### src/gcbn_pkg.sv
// Shared types and constants for the grid cell binning and neighbour block.
// No dependencies; every other file in src imports this package.
package gcbn_pkg;

   localparam int POS_W       = 24;   // signed Q15.8 position and origin
   localparam int IDX_W       = 20;   // row-major cell index
   localparam int SIZE_W      = 11;   // grid_columns and grid_rows registers
   localparam int SHIFT_W     = 5;    // cell_shift register
   localparam int CSR_INDEX_W = 3;
   localparam int CSR_DATA_W  = 24;

   localparam int DEF_MAX_COLUMNS = 1024;
   localparam int DEF_MAX_ROWS    = 1024;
   localparam int QUEUE_DEPTH     = 2;

   // Neighbour slots of the 3x3 block, numbered (dr + 1) * 3 + (dc + 1).
   localparam int SLOT_COUNT = 9;
   localparam int SLOT_SELF  = 4;

   localparam logic [SIZE_W-1:0]  RST_COLUMNS = 11'd64;
   localparam logic [SIZE_W-1:0]  RST_ROWS    = 11'd64;
   localparam logic [SHIFT_W-1:0] RST_SHIFT   = 5'd8;

   typedef enum logic [1:0] {
      MODE_BIN  = 2'd0,
      MODE_FWD  = 2'd1,
      MODE_ALL  = 2'd2,
      MODE_SKIP = 2'd3
   } mode_type;

   typedef enum logic [CSR_INDEX_W-1:0] {
      REG_COLUMNS    = 3'd0,
      REG_ROWS       = 3'd1,
      REG_ORIGIN_X   = 3'd2,
      REG_ORIGIN_Y   = 3'd3,
      REG_CELL_SHIFT = 3'd4
   } csr_reg_type;

   typedef struct packed {
      mode_type                 mode;
      logic signed [POS_W-1:0]  pos_x;
      logic signed [POS_W-1:0]  pos_y;
      logic [IDX_W-1:0]         centre_cell;
   } req_type;

   typedef struct packed {
      logic [IDX_W-1:0] cell_index;
      logic             in_grid;
      logic             is_last;
   } rsp_type;

   typedef struct packed {
      logic [SIZE_W-1:0]        grid_columns;
      logic [SIZE_W-1:0]        grid_rows;
      logic signed [POS_W-1:0]  origin_x;
      logic signed [POS_W-1:0]  origin_y;
      logic [SHIFT_W-1:0]       cell_shift;
   } cfg_type;

   // One classified request as handed from the front end to the back end.
   typedef struct packed {
      logic [IDX_W-1:0]      base;
      logic                  in_grid;
      logic [SLOT_COUNT-1:0] mask;
   } work_type;

endpackage

### src/gcbn_front.sv
// Front end: accepts requests, bins positions and splits centre cells into
// row and column with an iterative divider. Depends on gcbn_pkg.
module gcbn_front #(
   parameter int MAX_COLUMNS = gcbn_pkg::DEF_MAX_COLUMNS,
   parameter int MAX_ROWS    = gcbn_pkg::DEF_MAX_ROWS
) (
   input  logic                                 clock,
   input  logic                                 reset,
   input  gcbn_pkg::cfg_type                    cfg,
   input  logic                                 push,
   output logic                                 full,
   input  gcbn_pkg::req_type                    req_data,
   input  logic                                 wq_full,
   output logic                                 wq_push,
   output gcbn_pkg::work_type                   wq_data,
   output logic [$clog2(MAX_COLUMNS + 1)-1:0]   cols_eff
);
   import gcbn_pkg::*;

   localparam int CW    = $clog2(MAX_COLUMNS + 1);
   localparam int RW    = $clog2(MAX_ROWS + 1);
   localparam int QW    = (MAX_ROWS > 1) ? $clog2(MAX_ROWS) : 1;
   localparam int STEPS = (QW + 1) / 2;
   localparam int QP    = 2 * STEPS;
   localparam int DW    = CW + QP;
   localparam int MW    = (DW > IDX_W) ? DW : IDX_W;
   localparam int SCW   = (STEPS > 1) ? $clog2(STEPS) : 1;
   localparam int AW    = CW + RW;
   localparam int PW    = POS_W + 1;
   localparam int PRW   = RW + CW;
   localparam logic [SLOT_COUNT-1:0] FWD_SLOTS = 9'b1_1111_0000;
   localparam logic [SLOT_COUNT-1:0] SELF_ONLY = SLOT_COUNT'(1) << SLOT_SELF;

   function automatic logic [SLOT_COUNT-1:0] nbr_mask(input logic r_lo, input logic r_hi,
                                                      input logic c_lo, input logic c_hi);
      logic [2:0]            rv;
      logic [2:0]            cv;
      logic [SLOT_COUNT-1:0] m;
      rv = {r_hi, 1'b1, r_lo};
      cv = {c_hi, 1'b1, c_lo};
      for (int dr = 0; dr < 3; dr++) begin
         for (int dc = 0; dc < 3; dc++) begin
            m[dr * 3 + dc] = rv[dr] & cv[dc];
         end
      end
      return m;
   endfunction

   // Effective grid size, with zero taken as one and large values clamped.
   logic [CW-1:0] cols_c;
   logic [RW-1:0] rows_c;

   always_comb begin
      if (cfg.grid_columns == '0) begin
         cols_c = CW'(1);
      end else if (32'(cfg.grid_columns) > MAX_COLUMNS) begin
         cols_c = CW'(MAX_COLUMNS);
      end else begin
         cols_c = CW'(cfg.grid_columns);
      end
      if (cfg.grid_rows == '0) begin
         rows_c = RW'(1);
      end else if (32'(cfg.grid_rows) > MAX_ROWS) begin
         rows_c = RW'(MAX_ROWS);
      end else begin
         rows_c = RW'(cfg.grid_rows);
      end
   end

   logic [CW-1:0] cols_ff;
   logic [RW-1:0] rows_ff;
   logic [AW-1:0] area_ff, area_in;

   assign area_in  = AW'(cols_c) * AW'(rows_c);
   assign cols_eff = cols_ff;

   // Input stage and divider state.
   logic             s1_valid_ff, s1_valid_in;
   req_type          s1_ff;
   logic [MW-1:0]    rem_ff, rem_in;
   logic [MW-1:0]    dv_ff, dv_in;
   logic [QP-1:0]    quo_ff, quo_in;
   logic [SCW-1:0]   cnt_ff, cnt_in;
   logic             done_ff, done_in;

   // Classified stage ahead of the queue.
   logic             s2_valid_ff, s2_valid_in;
   mode_type         s2_mode_ff, s2_mode_in;
   logic             s2_ok_ff, s2_ok_in;
   logic [RW-1:0]    s2_row_ff, s2_row_in;
   logic [CW-1:0]    s2_col_ff, s2_col_in;
   logic [IDX_W-1:0] s2_centre_ff, s2_centre_in;

   logic                 accept, s1_go, s2_free, s2_load;
   logic                 is_nbr, centre_in, need_div, div_step;
   logic signed [PW-1:0] dx, dy, col_s, row_s;
   logic                 bin_ok;
   logic                 b1, b0;
   logic [MW-1:0]        t1, t0, dv_half;

   // Binning: exact floor of the offset from the origin by 2^cell_shift.
   always_comb begin
      dx     = {s1_ff.pos_x[POS_W-1], s1_ff.pos_x} - {cfg.origin_x[POS_W-1], cfg.origin_x};
      dy     = {s1_ff.pos_y[POS_W-1], s1_ff.pos_y} - {cfg.origin_y[POS_W-1], cfg.origin_y};
      col_s  = dx >>> cfg.cell_shift;
      row_s  = dy >>> cfg.cell_shift;
      bin_ok = !col_s[PW-1] && ($unsigned(col_s) < PW'(cols_ff)) &&
               !row_s[PW-1] && ($unsigned(row_s) < PW'(rows_ff));
   end

   always_comb begin
      is_nbr    = (s1_ff.mode == MODE_FWD) || (s1_ff.mode == MODE_ALL);
      centre_in = 32'(s1_ff.centre_cell) < 32'(area_ff);
      need_div  = is_nbr && centre_in;
      s2_free   = !s2_valid_ff || !wq_full;
      s1_go     = s1_valid_ff && (!need_div || done_ff) && s2_free;
      s2_load   = s1_go && (s1_ff.mode != MODE_SKIP);
      full      = s1_valid_ff && !s1_go;
      accept    = push && !full;
      div_step  = s1_valid_ff && need_div && !done_ff;
   end

   // Two restoring division steps per cycle.
   always_comb begin
      dv_half = dv_ff >> 1;
      b1      = rem_ff >= dv_ff;
      t1      = b1 ? (rem_ff - dv_ff) : rem_ff;
      b0      = t1 >= dv_half;
      t0      = b0 ? (t1 - dv_half) : t1;
   end

   always_comb begin
      rem_in  = rem_ff;
      dv_in   = dv_ff;
      quo_in  = quo_ff;
      cnt_in  = cnt_ff;
      done_in = done_ff;
      if (accept) begin
         rem_in  = MW'(req_data.centre_cell);
         dv_in   = MW'(cols_c) << (QP - 1);
         quo_in  = '0;
         cnt_in  = '0;
         done_in = 1'b0;
      end else if (div_step) begin
         rem_in  = t0;
         dv_in   = dv_ff >> 2;
         quo_in  = (quo_ff << 2) | QP'({b1, b0});
         cnt_in  = SCW'(cnt_ff + SCW'(1));
         done_in = (cnt_ff == SCW'(STEPS - 1));
      end
   end

   always_comb begin
      s1_valid_in = s1_valid_ff;
      if (accept) begin
         s1_valid_in = 1'b1;
      end else if (s1_go) begin
         s1_valid_in = 1'b0;
      end

      s2_valid_in  = s2_valid_ff;
      s2_mode_in   = s2_mode_ff;
      s2_ok_in     = s2_ok_ff;
      s2_row_in    = s2_row_ff;
      s2_col_in    = s2_col_ff;
      s2_centre_in = s2_centre_ff;
      if (s2_load) begin
         s2_valid_in  = 1'b1;
         s2_mode_in   = s1_ff.mode;
         s2_centre_in = s1_ff.centre_cell;
         if (s1_ff.mode == MODE_BIN) begin
            s2_ok_in  = bin_ok;
            s2_row_in = RW'($unsigned(row_s));
            s2_col_in = CW'($unsigned(col_s));
         end else begin
            s2_ok_in  = centre_in;
            s2_row_in = RW'(quo_ff);
            s2_col_in = CW'(rem_ff);
         end
      end else if (wq_push) begin
         s2_valid_in = 1'b0;
      end
   end

   // Queue entry: binned index, or the valid slots around the centre.
   logic [PRW-1:0]        prod;
   logic [IDX_W-1:0]      bin_idx;
   logic                  r_lo, r_hi, c_lo, c_hi;
   logic [SLOT_COUNT-1:0] all_mask;

   always_comb begin
      prod     = PRW'(s2_row_ff) * PRW'(cols_ff);
      bin_idx  = IDX_W'(prod + PRW'(s2_col_ff));
      r_lo     = s2_row_ff != '0;
      r_hi     = ((RW + 1)'(s2_row_ff) + (RW + 1)'(1)) < (RW + 1)'(rows_ff);
      c_lo     = s2_col_ff != '0;
      c_hi     = ((CW + 1)'(s2_col_ff) + (CW + 1)'(1)) < (CW + 1)'(cols_ff);
      all_mask = nbr_mask(r_lo, r_hi, c_lo, c_hi);
      wq_push  = s2_valid_ff && !wq_full;

      wq_data.base    = '0;
      wq_data.in_grid = 1'b0;
      wq_data.mask    = SELF_ONLY;
      if (s2_ok_ff) begin
         wq_data.in_grid = 1'b1;
         unique case (s2_mode_ff)
            MODE_FWD: begin
               wq_data.base = s2_centre_ff;
               wq_data.mask = all_mask & FWD_SLOTS;
            end
            MODE_ALL: begin
               wq_data.base = s2_centre_ff;
               wq_data.mask = all_mask;
            end
            default: begin
               wq_data.base = bin_idx;
            end
         endcase
      end
   end

   always_ff @(posedge clock) begin
      cols_ff      <= cols_c;
      rows_ff      <= rows_c;
      area_ff      <= area_in;
      if (accept) begin
         s1_ff <= req_data;
      end
      rem_ff       <= rem_in;
      dv_ff        <= dv_in;
      quo_ff       <= quo_in;
      cnt_ff       <= cnt_in;
      s2_mode_ff   <= s2_mode_in;
      s2_ok_ff     <= s2_ok_in;
      s2_row_ff    <= s2_row_in;
      s2_col_ff    <= s2_col_in;
      s2_centre_ff <= s2_centre_in;
      if (reset) begin
         s1_valid_ff <= 1'b0;
         s2_valid_ff <= 1'b0;
         done_ff     <= 1'b0;
      end else begin
         s1_valid_ff <= s1_valid_in;
         s2_valid_ff <= s2_valid_in;
         done_ff     <= done_in;
      end
   end

endmodule

### src/gcbn_queue.sv
// Short register queue that decouples the front end from the back end.
// Depends on gcbn_pkg for the entry type.
module gcbn_queue #(
   parameter int DEPTH = gcbn_pkg::QUEUE_DEPTH
) (
   input  logic               clock,
   input  logic               reset,
   input  logic               enq,
   input  gcbn_pkg::work_type enq_data,
   output logic               full,
   input  logic               deq,
   output gcbn_pkg::work_type deq_data,
   output logic               empty
);
   import gcbn_pkg::*;

   localparam int AW  = (DEPTH > 1) ? $clog2(DEPTH) : 1;
   localparam int CNW = $clog2(DEPTH + 1);

   work_type       slot_ff [DEPTH];
   logic [AW-1:0]  wptr_ff, wptr_in;
   logic [AW-1:0]  rptr_ff, rptr_in;
   logic [CNW-1:0] count_ff, count_in;
   logic           do_enq, do_deq;

   always_comb begin
      full     = count_ff == CNW'(DEPTH);
      empty    = count_ff == '0;
      do_enq   = enq && !full;
      do_deq   = deq && !empty;
      deq_data = slot_ff[rptr_ff];

      wptr_in = wptr_ff;
      if (do_enq) begin
         wptr_in = (wptr_ff == AW'(DEPTH - 1)) ? '0 : AW'(wptr_ff + AW'(1));
      end
      rptr_in = rptr_ff;
      if (do_deq) begin
         rptr_in = (rptr_ff == AW'(DEPTH - 1)) ? '0 : AW'(rptr_ff + AW'(1));
      end
      count_in = count_ff;
      if (do_enq && !do_deq) begin
         count_in = CNW'(count_ff + CNW'(1));
      end else if (do_deq && !do_enq) begin
         count_in = CNW'(count_ff - CNW'(1));
      end
   end

   always_ff @(posedge clock) begin
      if (do_enq) begin
         slot_ff[wptr_ff] <= enq_data;
      end
      if (reset) begin
         wptr_ff  <= '0;
         rptr_ff  <= '0;
         count_ff <= '0;
      end else begin
         wptr_ff  <= wptr_in;
         rptr_ff  <= rptr_in;
         count_ff <= count_in;
      end
   end

endmodule

### src/gcbn_back.sv
// Back end: walks the valid neighbour slots of one queued entry into the
// output register, one result a cycle unless stalled. Depends on gcbn_pkg.
module gcbn_back #(
   parameter int MAX_COLUMNS = gcbn_pkg::DEF_MAX_COLUMNS
) (
   input  logic                               clock,
   input  logic                               reset,
   input  logic [$clog2(MAX_COLUMNS + 1)-1:0] cols_eff,
   input  logic                               wq_empty,
   input  gcbn_pkg::work_type                 wq_data,
   output logic                               wq_pop,
   output gcbn_pkg::rsp_type                  rsp_data,
   output logic                               empty,
   input  logic                               pop
);
   import gcbn_pkg::*;

   localparam int CW = $clog2(MAX_COLUMNS + 1);
   localparam int SW = ((IDX_W > CW) ? IDX_W : CW) + 2;

   logic     cur_valid_ff, cur_valid_in;
   work_type cur_ff, cur_in;
   logic     rsp_valid_ff, rsp_valid_in;
   rsp_type  rsp_ff, rsp_in;

   logic [SLOT_COUNT-1:0] onehot, rest;
   logic                  dr_neg, dr_pos, dc_neg, dc_pos;
   logic [SW-1:0]         row_off, col_off, sum;
   logic                  emit, last;

   always_comb begin
      onehot = cur_ff.mask & (~cur_ff.mask + SLOT_COUNT'(1));
      rest   = cur_ff.mask & ~onehot;
      last   = rest == '0;
      // Slot layout: three rows of three, row below first.
      dr_neg = |onehot[2:0];
      dr_pos = |onehot[8:6];
      dc_neg = onehot[0] | onehot[3] | onehot[6];
      dc_pos = onehot[2] | onehot[5] | onehot[8];
      row_off = dr_pos ? SW'(cols_eff) : (dr_neg ? (~SW'(cols_eff) + SW'(1)) : '0);
      col_off = dc_pos ? SW'(1) : (dc_neg ? '1 : '0);
      sum     = SW'(cur_ff.base) + row_off + col_off;

      emit   = cur_valid_ff && (!rsp_valid_ff || pop);
      wq_pop = !wq_empty && (!cur_valid_ff || (emit && last));

      cur_valid_in = cur_valid_ff;
      cur_in       = cur_ff;
      if (wq_pop) begin
         cur_valid_in = 1'b1;
         cur_in       = wq_data;
      end else if (emit) begin
         cur_valid_in = !last;
         cur_in.mask  = rest;
      end

      rsp_valid_in = rsp_valid_ff;
      rsp_in       = rsp_ff;
      if (emit) begin
         rsp_valid_in      = 1'b1;
         rsp_in.cell_index = IDX_W'(sum);
         rsp_in.in_grid    = cur_ff.in_grid;
         rsp_in.is_last    = last;
      end else if (pop) begin
         rsp_valid_in = 1'b0;
      end
   end

   assign empty    = !rsp_valid_ff;
   assign rsp_data = rsp_ff;

   always_ff @(posedge clock) begin
      cur_ff <= cur_in;
      rsp_ff <= rsp_in;
      if (reset) begin
         cur_valid_ff <= 1'b0;
         rsp_valid_ff <= 1'b0;
      end else begin
         cur_valid_ff <= cur_valid_in;
         rsp_valid_ff <= rsp_valid_in;
      end
   end

endmodule

### src/grid_cell_binning_and_neighbours.sv
// Top level of the uniform grid cell binning and neighbour generator.
// Holds the configuration registers; depends on gcbn_pkg, gcbn_front,
// gcbn_queue and gcbn_back.
//
// Usage. Requests enter through a queue-like port: a request is taken at a
// rising edge with push high and full low. Mode 0 bins a position into its
// row-major cell, mode 1 lists the forward half-neighbourhood of a cell and
// mode 2 its whole 3x3 block; mode 3 requests are dropped without a result.
// Results leave the same way: the oldest waiting result sits on rsp_data
// while empty is low and is taken at an edge with pop high. The last result
// of each request carries is_last.
// A request passes the input stage, the classified stage, the queue and the
// back end's current entry before its results reach the output register; in
// modes 1 and 2 the divider first splits the centre cell into row and column
// at two quotient bits a cycle. Mode 0 requests are taken every cycle while
// results are popped. A neighbour request holds the input stage until its
// division is done, and the back end gives one result a cycle while results
// are popped, up to 9 per request in mode 2 and 5 in mode 1. The two halves
// meet in a two-entry queue, so each can stall on its own. When pop is held
// low the output register, the queue and then the input stage fill in turn
// and full rises; nothing is lost. Reset is synchronous and active high: it
// empties every stage and returns the registers to a 64 by 64 grid at the
// origin with a cell shift of 8. Registers are written through csr_we,
// csr_index and csr_wdata; the user must do so only while the block is idle,
// as the block does not enforce it. Writes to unused indices are ignored.
module grid_cell_binning_and_neighbours #(
   parameter int MAX_COLUMNS = gcbn_pkg::DEF_MAX_COLUMNS,
   parameter int MAX_ROWS    = gcbn_pkg::DEF_MAX_ROWS
) (
   input  logic                               clock,
   input  logic                               reset,
   input  logic                               push,
   output logic                               full,
   input  gcbn_pkg::req_type                  req_data,
   output logic                               empty,
   input  logic                               pop,
   output gcbn_pkg::rsp_type                  rsp_data,
   input  logic                               csr_we,
   input  logic [gcbn_pkg::CSR_INDEX_W-1:0]   csr_index,
   input  logic [gcbn_pkg::CSR_DATA_W-1:0]    csr_wdata
);
   import gcbn_pkg::*;

   localparam int CW = $clog2(MAX_COLUMNS + 1);

   cfg_type cfg_ff, cfg_in;

   // Configuration writes take effect at the next edge.
   always_comb begin
      cfg_in = cfg_ff;
      if (csr_we) begin
         unique case (csr_index)
            REG_COLUMNS:    cfg_in.grid_columns = csr_wdata[SIZE_W-1:0];
            REG_ROWS:       cfg_in.grid_rows    = csr_wdata[SIZE_W-1:0];
            REG_ORIGIN_X:   cfg_in.origin_x     = csr_wdata[POS_W-1:0];
            REG_ORIGIN_Y:   cfg_in.origin_y     = csr_wdata[POS_W-1:0];
            REG_CELL_SHIFT: cfg_in.cell_shift   = csr_wdata[SHIFT_W-1:0];
            default:        cfg_in = cfg_ff;
         endcase
      end
   end

   always_ff @(posedge clock) begin
      if (reset) begin
         cfg_ff.grid_columns <= RST_COLUMNS;
         cfg_ff.grid_rows    <= RST_ROWS;
         cfg_ff.origin_x     <= '0;
         cfg_ff.origin_y     <= '0;
         cfg_ff.cell_shift   <= RST_SHIFT;
      end else begin
         cfg_ff <= cfg_in;
      end
   end

   logic          wq_push, wq_full, wq_pop, wq_empty;
   work_type      wq_in_data, wq_out_data;
   logic [CW-1:0] cols_eff;

   // The front end classifies each request and resolves row and column.
   gcbn_front #(
      .MAX_COLUMNS (MAX_COLUMNS),
      .MAX_ROWS    (MAX_ROWS)
   ) u_front (
      .clock    (clock),
      .reset    (reset),
      .cfg      (cfg_ff),
      .push     (push),
      .full     (full),
      .req_data (req_data),
      .wq_full  (wq_full),
      .wq_push  (wq_push),
      .wq_data  (wq_in_data),
      .cols_eff (cols_eff)
   );

   gcbn_queue #(
      .DEPTH (QUEUE_DEPTH)
   ) u_queue (
      .clock    (clock),
      .reset    (reset),
      .enq      (wq_push),
      .enq_data (wq_in_data),
      .full     (wq_full),
      .deq      (wq_pop),
      .deq_data (wq_out_data),
      .empty    (wq_empty)
   );

   // The back end expands each entry into results, one per unstalled cycle.
   gcbn_back #(
      .MAX_COLUMNS (MAX_COLUMNS)
   ) u_back (
      .clock    (clock),
      .reset    (reset),
      .cols_eff (cols_eff),
      .wq_empty (wq_empty),
      .wq_data  (wq_out_data),
      .wq_pop   (wq_pop),
      .rsp_data (rsp_data),
      .empty    (empty),
      .pop      (pop)
   );

endmodule
### config.mk
export PLATFORM = sky130hd
export DESIGN_NAME = grid_cell_binning_and_neighbours
export DESIGN_NICKNAME = d
export VERILOG_FILES = /design/src/gcbn_pkg.sv /design/src/gcbn_front.sv /design/src/gcbn_queue.sv /design/src/gcbn_back.sv /design/src/grid_cell_binning_and_neighbours.sv
export SDC_FILE = /design/constraint.sdc
export NUM_CORES = 2
export LEC_CHECK = 0
export BUFFER_PORTS_ARGS = -buffer_cell sky130_fd_sc_hd__buf_2
export CORE_MARGIN = 2
export CORE_UTILIZATION = 30
export CTS_CLUSTER_SIZE = 16
export DETAILED_ROUTE_END_ITERATION = 10
export GPL_TIMING_DRIVEN = 1
export REMOVE_ABC_BUFFERS = 1
export SLEW_MARGIN = 10
export SYNTH_ARGS = -nofsm -noshare
export SYNTH_HDL_FRONTEND = slang
export SYNTH_SLANG_ARGS = --single-unit
### constraint.sdc
create_clock -name clock -period 7.8 [get_ports clock]
set_input_delay 0.78 -clock clock [delete_from_list [all_inputs] [get_ports clock]]
set_output_delay 0.78 -clock clock [all_outputs]
set_load 0.01 [all_outputs]
; Word-level counts from Yosys, hierarchy flattened
; Memory sizes are Yosys's and may differ from the RTL's. A register that Yosys moved wholly into a read port is not among the register bits.
; Cells that the tools add are included.
[word_totals]
reg_bits = 349
ramBits = 60
output_inout_bits = 24
elab_cells = 192
memories = 1
[mem_list]
columns = memory, depth, word_bits, rd, rd_clocked_by_memory_dff, write_ports, line
row1 = u_queue.slot_ff, 2, 30, 1, 1, 1, gcbn_queue.sv:20  ; work_type slot_ff [DEPTH];
[op_classes]
add_sub_neg = 16
n_mul = 2
order_cmp = 9
eq_ne = 11
shifts = 2
mux = 38
n_bitwise = 14
n_reduce_logical = 61
[ops]
columns = operator, n
row1 = $mux W20, 9
row2 = $mux W11, 5
row3 = $lt A25 B11 Y1, 2
row4 = $sshr A25 B5 Y25, 2
row5 = $sub A24 B24 Y25, 2
row6 = $mux W21, 2
row7 = $add A20 B20 Y20, 2
row8 = $mux W30, 1
row9 = $add A11 B1 Y12 const B, 2
row10 = $lt A12 B11 Y1, 2
row11 = $gt A11 B11 Y1 const B, 2
row12 = $logic_not A11 Y1, 2
row13 = $lt A20 B22 Y1, 1
row14 = $mul A11 B11 Y22, 1
row15 = $reduce_bool A11 Y1, 2
row16 = $ge A21 B19 Y1, 1
row17 = $ge A21 B20 Y1, 1
row18 = $sub A21 B19 Y21, 1
row19 = $sub A21 B20 Y21, 1
row20 = $add A20 B1 Y20 const B, 1
row21 = $add A20 B11 Y20, 1
row22 = $mul A11 B11 Y20, 1
row23 = $not A11 Y20, 1
row24 = $logic_and A1 B1 Y1, 19
row25 = other kinds (30), 89

; Longest topological paths before layout
[logic_depth]
ltp_word = 13
depth_mapped = 29
ltp_nobuf = 28

; Modules after synthesis
; From an unflattened synthesis, not the netlist that was laid out.
[unflattened]
cells_unflattened = 3633
hier_area_um2 = 34086.4
[modules_own_cells]
columns = mod, instances, cells_per_inst, area_each_um2
row1 = gcbn_front, 1, 2896, 25025.3
row2 = gcbn_back, 1, 342, 3653.5
row3 = grid_cell_binning_and_neighbours, 1, 277, 3035.4
row4 = gcbn_queue, 1, 118, 2372.3

; Worst setup path before layout
; No wires, ideal clock.
[synth_path]
path_type = register -> register
from = register cfg_ff[74] (netlist bit)
to = register u_front.area_ff[19]
arrival_time_ns = 5.793
required_ns = 7.682
setup_slack_ns = 1.890
stages_incl_launch_ff = 30
path_buffers = 2
synth_period_minus_slack_ns = 5.910
path_cell_list = dfxtp_1 clkbuf_1 clkinv_1 clkbuf_1 nand2_1 inv_1 nand2_1 fa_1 inv_1 ha_1 inv_1 fa_1 inv_1 ha_1 inv_1 fa_1 inv_1 ha_1 nor2b_1 o21ai_0 a21boi_0 o21ai_0 a21boi_0 o21ai_0 nand2b_1 a41o_1 o41ai_1 o21ai_0 or2_2 xor2_1
[synth_via]
elab_chain_len = 4
[synth_rtl]
columns = element, line
row1 = "start, declared", grid_cell_binning_and_neighbours.sv:46  ; cfg_type cfg_ff, cfg_in;
row2 = "start signal, assigned", grid_cell_binning_and_neighbours.sv:71  ; cfg_ff <= cfg_in;
row3 = $gt A11 B11 Y1, gcbn_front.sv:56  ; end else if (32'(cfg.grid_columns) > MAX_COLUMNS) begin
row4 = $mux W11, gcbn_front.sv:56
row5 = $mux W11 *, gcbn_front.sv:54  ; if (cfg.grid_columns == '0) begin
row6 = net u_front.cols_c[1], gcbn_front.sv:50  ; logic [CW-1:0] cols_c;
row7 = $mul A11 B11 Y22 *, gcbn_front.sv:74  ; assign area_in = AW'(cols_c) * AW'(rows_c);
row8 = net u_front.area_in[19], gcbn_front.sv:72  ; logic [AW-1:0] area_ff, area_in;
row9 = "end signal, assigned", gcbn_front.sv:225  ; area_ff <= area_in;
row10 = "end, declared", gcbn_front.sv:72
; The timed path passes the listed nets; every way through them passes the cells marked *.
; A chain may end at the register's enable or synchronous reset.

; Final worst setup path
[layout_path]
from = register cfg_ff[74] (netlist bit)
to = register u_front.area_ff[21]
; Same word-level chain as after synthesis.

==> impl_metrics.py <==
metrics = {
    "floorplanning": {
        "fp.dieH_um": 339,
        "die-width_um": 339,
        "num_io_pins": 126,
        "rows": 122,
        "start_util_pct": 30.3,
        "die-area_mm2": 0.115,
        "coreArea_mm2": 0.111,
    },
    "sta": {
        "period_share_pct": 87.3,
        "timing.final.crit_period_ns": 6.81,
        "skew_ns": 0.0322,
        "setup_violations": 0,
        "tightest_slew_ns": 1.05,
        "fmaxAchievable_mhz": 147,
        "setup-tns-final_ns": 0,
        "slew_headroom_pct": 29.3,
        "slew_viol_final": 0,
        "rsz0062_at_grt": "false",
        "hold_ws_ns": 0.330,
        "hold_viol": 0,
    },
    "critical_path": {
        "critPathRequiredTime_ns": 8.29,
        "cp_cell_sequence": "clkinv_1 > nand2_1 > inv_1 > nand2_1 > fa_1 > fa_1 > inv_1 > ha_1 > fa_1 > inv_1 > fa_1 > inv_1 > ha_1 > a21boi_0 > o21ai_0 > a21boi_0 > o21ai_0 > nand2b_1 > a41o_1 > o41ai_1 > o21ai_0 > o41ai_1 > xnor2_1",
        "crit_slowest_cell": "fa_1",
        "worstPathArrival_ns": 7.30,
        "critical_path.endpoint_type": "register",
        "critPathCapture": "u_front.area_ff[21]",
        "worstSetupStartpointType": "register",
        "r2r-start": "cfg_ff[74]",
        "path_class": "register to register",
        "crit_start": "cfg_ff[74]",
        "r2r-end": "u_front.area_ff[21]",
        "r2r_cells": 23,
        "crit_fanout": 17,
        "crit_path_max_incr_delay_ns": 0.53,
        "rrSetupSlack_ns": 0.99,
    },
    "layout": {
        "stdcell_count": 5306,
        "fillers": 11500,
        "drive_gt1_share_pct": 9.56,
        "utilization_pct": 33.8,
        "seqCellArea_mm2": 0.0107,
        "final_nets": 4360,
        "area_growth_pct": 11.3,
        "multi_input_area_mm2": 0.0206,
    },
    "logic_synthesis": {
        "avgSynthCellArea_um2": 9.03,
        "yosysUniqueCellTypes": 95,
        "yosysWarnings": 0,
        "synthCells": 3728,
        "synth_edf_count": 256,
        "synth_area_mm2": 0.0337,
        "ys_ff_latch": 408,
        "synth_seq_area_share_pct": 31.9,
        "ys_async_sr_fraction_pct": 0,
        "synth_top_flop_cell": "edfxtp_1",
    },
    "clocking": {
        "cts_buffers": 49,
        "cts.clk_slew.worst_paths_ns": 0.06,
        "htreeDepth": 2,
        "post-cts-setup-buffer-count": 0,
        "cts_root_buf": "clkbuf_16",
        "clk_latency_ns": 0.62,
        "clockBufferDepth": 3,
        "cts_resized": 0,
        "hold_buffers": 0,
        "cts_tree": "built",
        "clock-sinks": 408,
    },
    "route": {
        "wirelength_mm": 95.1,
        "final_antenna_net_count": 0,
        "num_vias": 26700,
        "vias_per_cell": 5.02,
        "wl_per_cell_um": 17.9,
        "drtIter0Drc": 1702,
        "remaining_drc_errors": 0,
        "first_pass_iters": 5,
    },
    "placed_design": {
        "dp_hpwl_mm": 74.4,
        "globalplace.congestion": 0.903,
        "portBuffers": 125,
        "place_inst": 5213,
    },
    "min_path": {
        "worstHoldStart": "req_data[37]",
        "hold_class": "input port to register",
    },
    "global_routing": {
        "grt_pass1_wl_mm": 150,
        "grt_remaining_overflow": 0,
        "grt_pass1_vias": 26300,
        "grt_usage_pct": 16.4,
        "antenna_found_initial": 9,
        "grt_max_degree": 84,
    },
    "pwr": {
        "ir_drop_uv": 203,
        "p_leak_nw": 15.6,
        "powerDensity_mw_per_mm2": 286,
    },
    "run_status": {
        "status": "completed",
    },
    "job": {
        "cap_violations": 0,
    },
}
-- cells by family (layout without fill, tap and decap cells) --
| logic type | count (synthesis) | count (layout) | share of synthesized area, % |
|---|---|---|---|
| AND/OR/NAND/NOR | 1188 | 1188 | 16.0 |
| AO/OA/AOI/OAI | 746 | 746 | 14.2 |
| buffers and inverters | 609 | 698 | 6.93 |
| adder cells (fa/ha/maj) | 484 | 484 | 22.3 |
| flip-flops | 408 | 408 | 31.9 |
| multiplexers | 163 | 163 | 5.37 |
| XOR/XNOR | 130 | 130 | 3.38 |
| other | 0 | 1 | 0 |
-- layout make-up --
| class | instances | share of cell area [%] |
|---|---|---|
| Multi-Input combinational cell | 2711 | 55.0 |
| Sequential cell | 408 | 28.6 |
| Tap cell | 1488 | 4.97 |
| Inverter | 453 | 4.55 |
| Clock buffer | 59 | 3.68 |
| Timing Repair Buffer | 153 | 2.23 |
| Clock inverter | 33 | 0.872 |
| Antenna cell | 1 | 0.00668 |
-- metrics by stage --
step                      area (µm²)  total power [mW]  setup slack (ns)
after global routing           37500              11.6             0.491
after floorplan                33000              7.07              1.53
after global placement         35800              8.28              1.13
final                          37500              10.7             0.987
after CTS                      37500              10.8             0.984
after detailed placement       35800              8.33              1.02
-- power breakdown --
part | leakage (nW) | internal, mW | switching [mW]
registers | 3.66 | 2.82 | 0.191
clock network | 0.835 | 1.41 | 0.994
logic | 11.1 | 2.29 | 3.01
total | 15.6 | 6.51 | 4.20
-- metal layers --
layer | vias to the layer above | routed length (µm) | GRT usage [%]
met5 | - | 37 | 0
li1 | 12900 | - | -
met2 | 707 | 44500 | 27.5
met3 | 161 | 5700 | 2.71
met4 | 6 | 3650 | 6.08
met1 | 12900 | 41200 | 21.2
-- synthesized netlist by cell type, types with 8 or more instances --
cell type	n	area [µm²]
nand2_1	458	1720
inv_1	445	1670
nor2_1	341	1280
ha_1	288	3600
edfxtp_1	256	7690
a21oi_1	250	1250
fa_1	194	3880
dfxtp_1	152	3040
o21ai_0	139	696
clkbuf_1	129	484
xnor2_1	91	797
mux2i_1	88	881
nand3_1	69	345
mux2_2	66	743
nor3_1	54	270
a21o_1	52	390
and2_1	45	282
o21a_1	44	330
nor2b_1	42	263
xor2_1	39	342
nand2b_1	36	225
o211ai_1	30	225
a211oi_1	29	218
a31oi_1	29	181
and3_1	27	169
nand4_1	22	138
or3_1	22	138
nor4_1	16	100
o21ai_1	15	75.1
buf_1	14	52.6
a21boi_0	13	97.6
o21bai_1	13	97.6
a211o_1	11	96.3
and4_1	10	87.6
or2_2	10	62.6
nor3b_1	9	67.6
o221ai_1	9	78.8
o31ai_1	9	67.6
or4_1	9	67.6
o22ai_1	8	50.1
-- flip-flops by register name, indices dropped and copies added, names as in the netlist, 20 cells and up, named ones only --
register / cells
cfg_ff: 75
u_back.cur_ff: 30
u_back.rsp_data: 22
u_front.area_ff: 22
u_front.dv_ff: 20
u_front.rem_ff: 21
u_front.s1_ff: 70
u_front.s2_centre_ff: 20
u_queue.slot_ff: 58
-- how the worst min path moves through the flow --
stage,to,slack [ns],cells past startpoint
detailed placement,u_back.rsp_data[1],0.42,0
floorplan,u_back.rsp_data[1],0.40,0
finish,u_front.s1_ff[37],0.33,1
global route,u_front.s1_ff[37],0.30,1
CTS,u_front.s1_ff[37],0.30,1
global placement,u_back.rsp_data[1],0.41,0
-- layout by cell type, fill, tap and decap left out, types with 35 or more instances in the layout --
cell type    n
nand2_1    458
inv_1      444
nor2_1     338
ha_1       288
edfxtp_1   256
a21oi_1    250
fa_1       194
dfxtp_1    150
o21ai_0    139
buf_2      125
xnor2_1     91
mux2i_1     88
nand3_1     69
mux2_2      66
nor3_1      53
clkbuf_16   53
a21o_1      52
and2_1      44
o21a_1      44
nor2b_1     42
xor2_1      39
nand2b_1    35
-- critical path: cells and delay by family (launching register included) --
kind | cells | cell delay (ns)
XOR/XNOR | 1 | 0.12
adder cells (fa/ha/maj) | 6 | 2.64
buffers and inverters | 5 | 0.77
AND/OR/NAND/NOR | 3 | 0.74
flip-flops | 1 | 0.45
AO/OA/AOI/OAI | 8 | 1.94
Note: power is estimated with default switching activity, not from simulation.
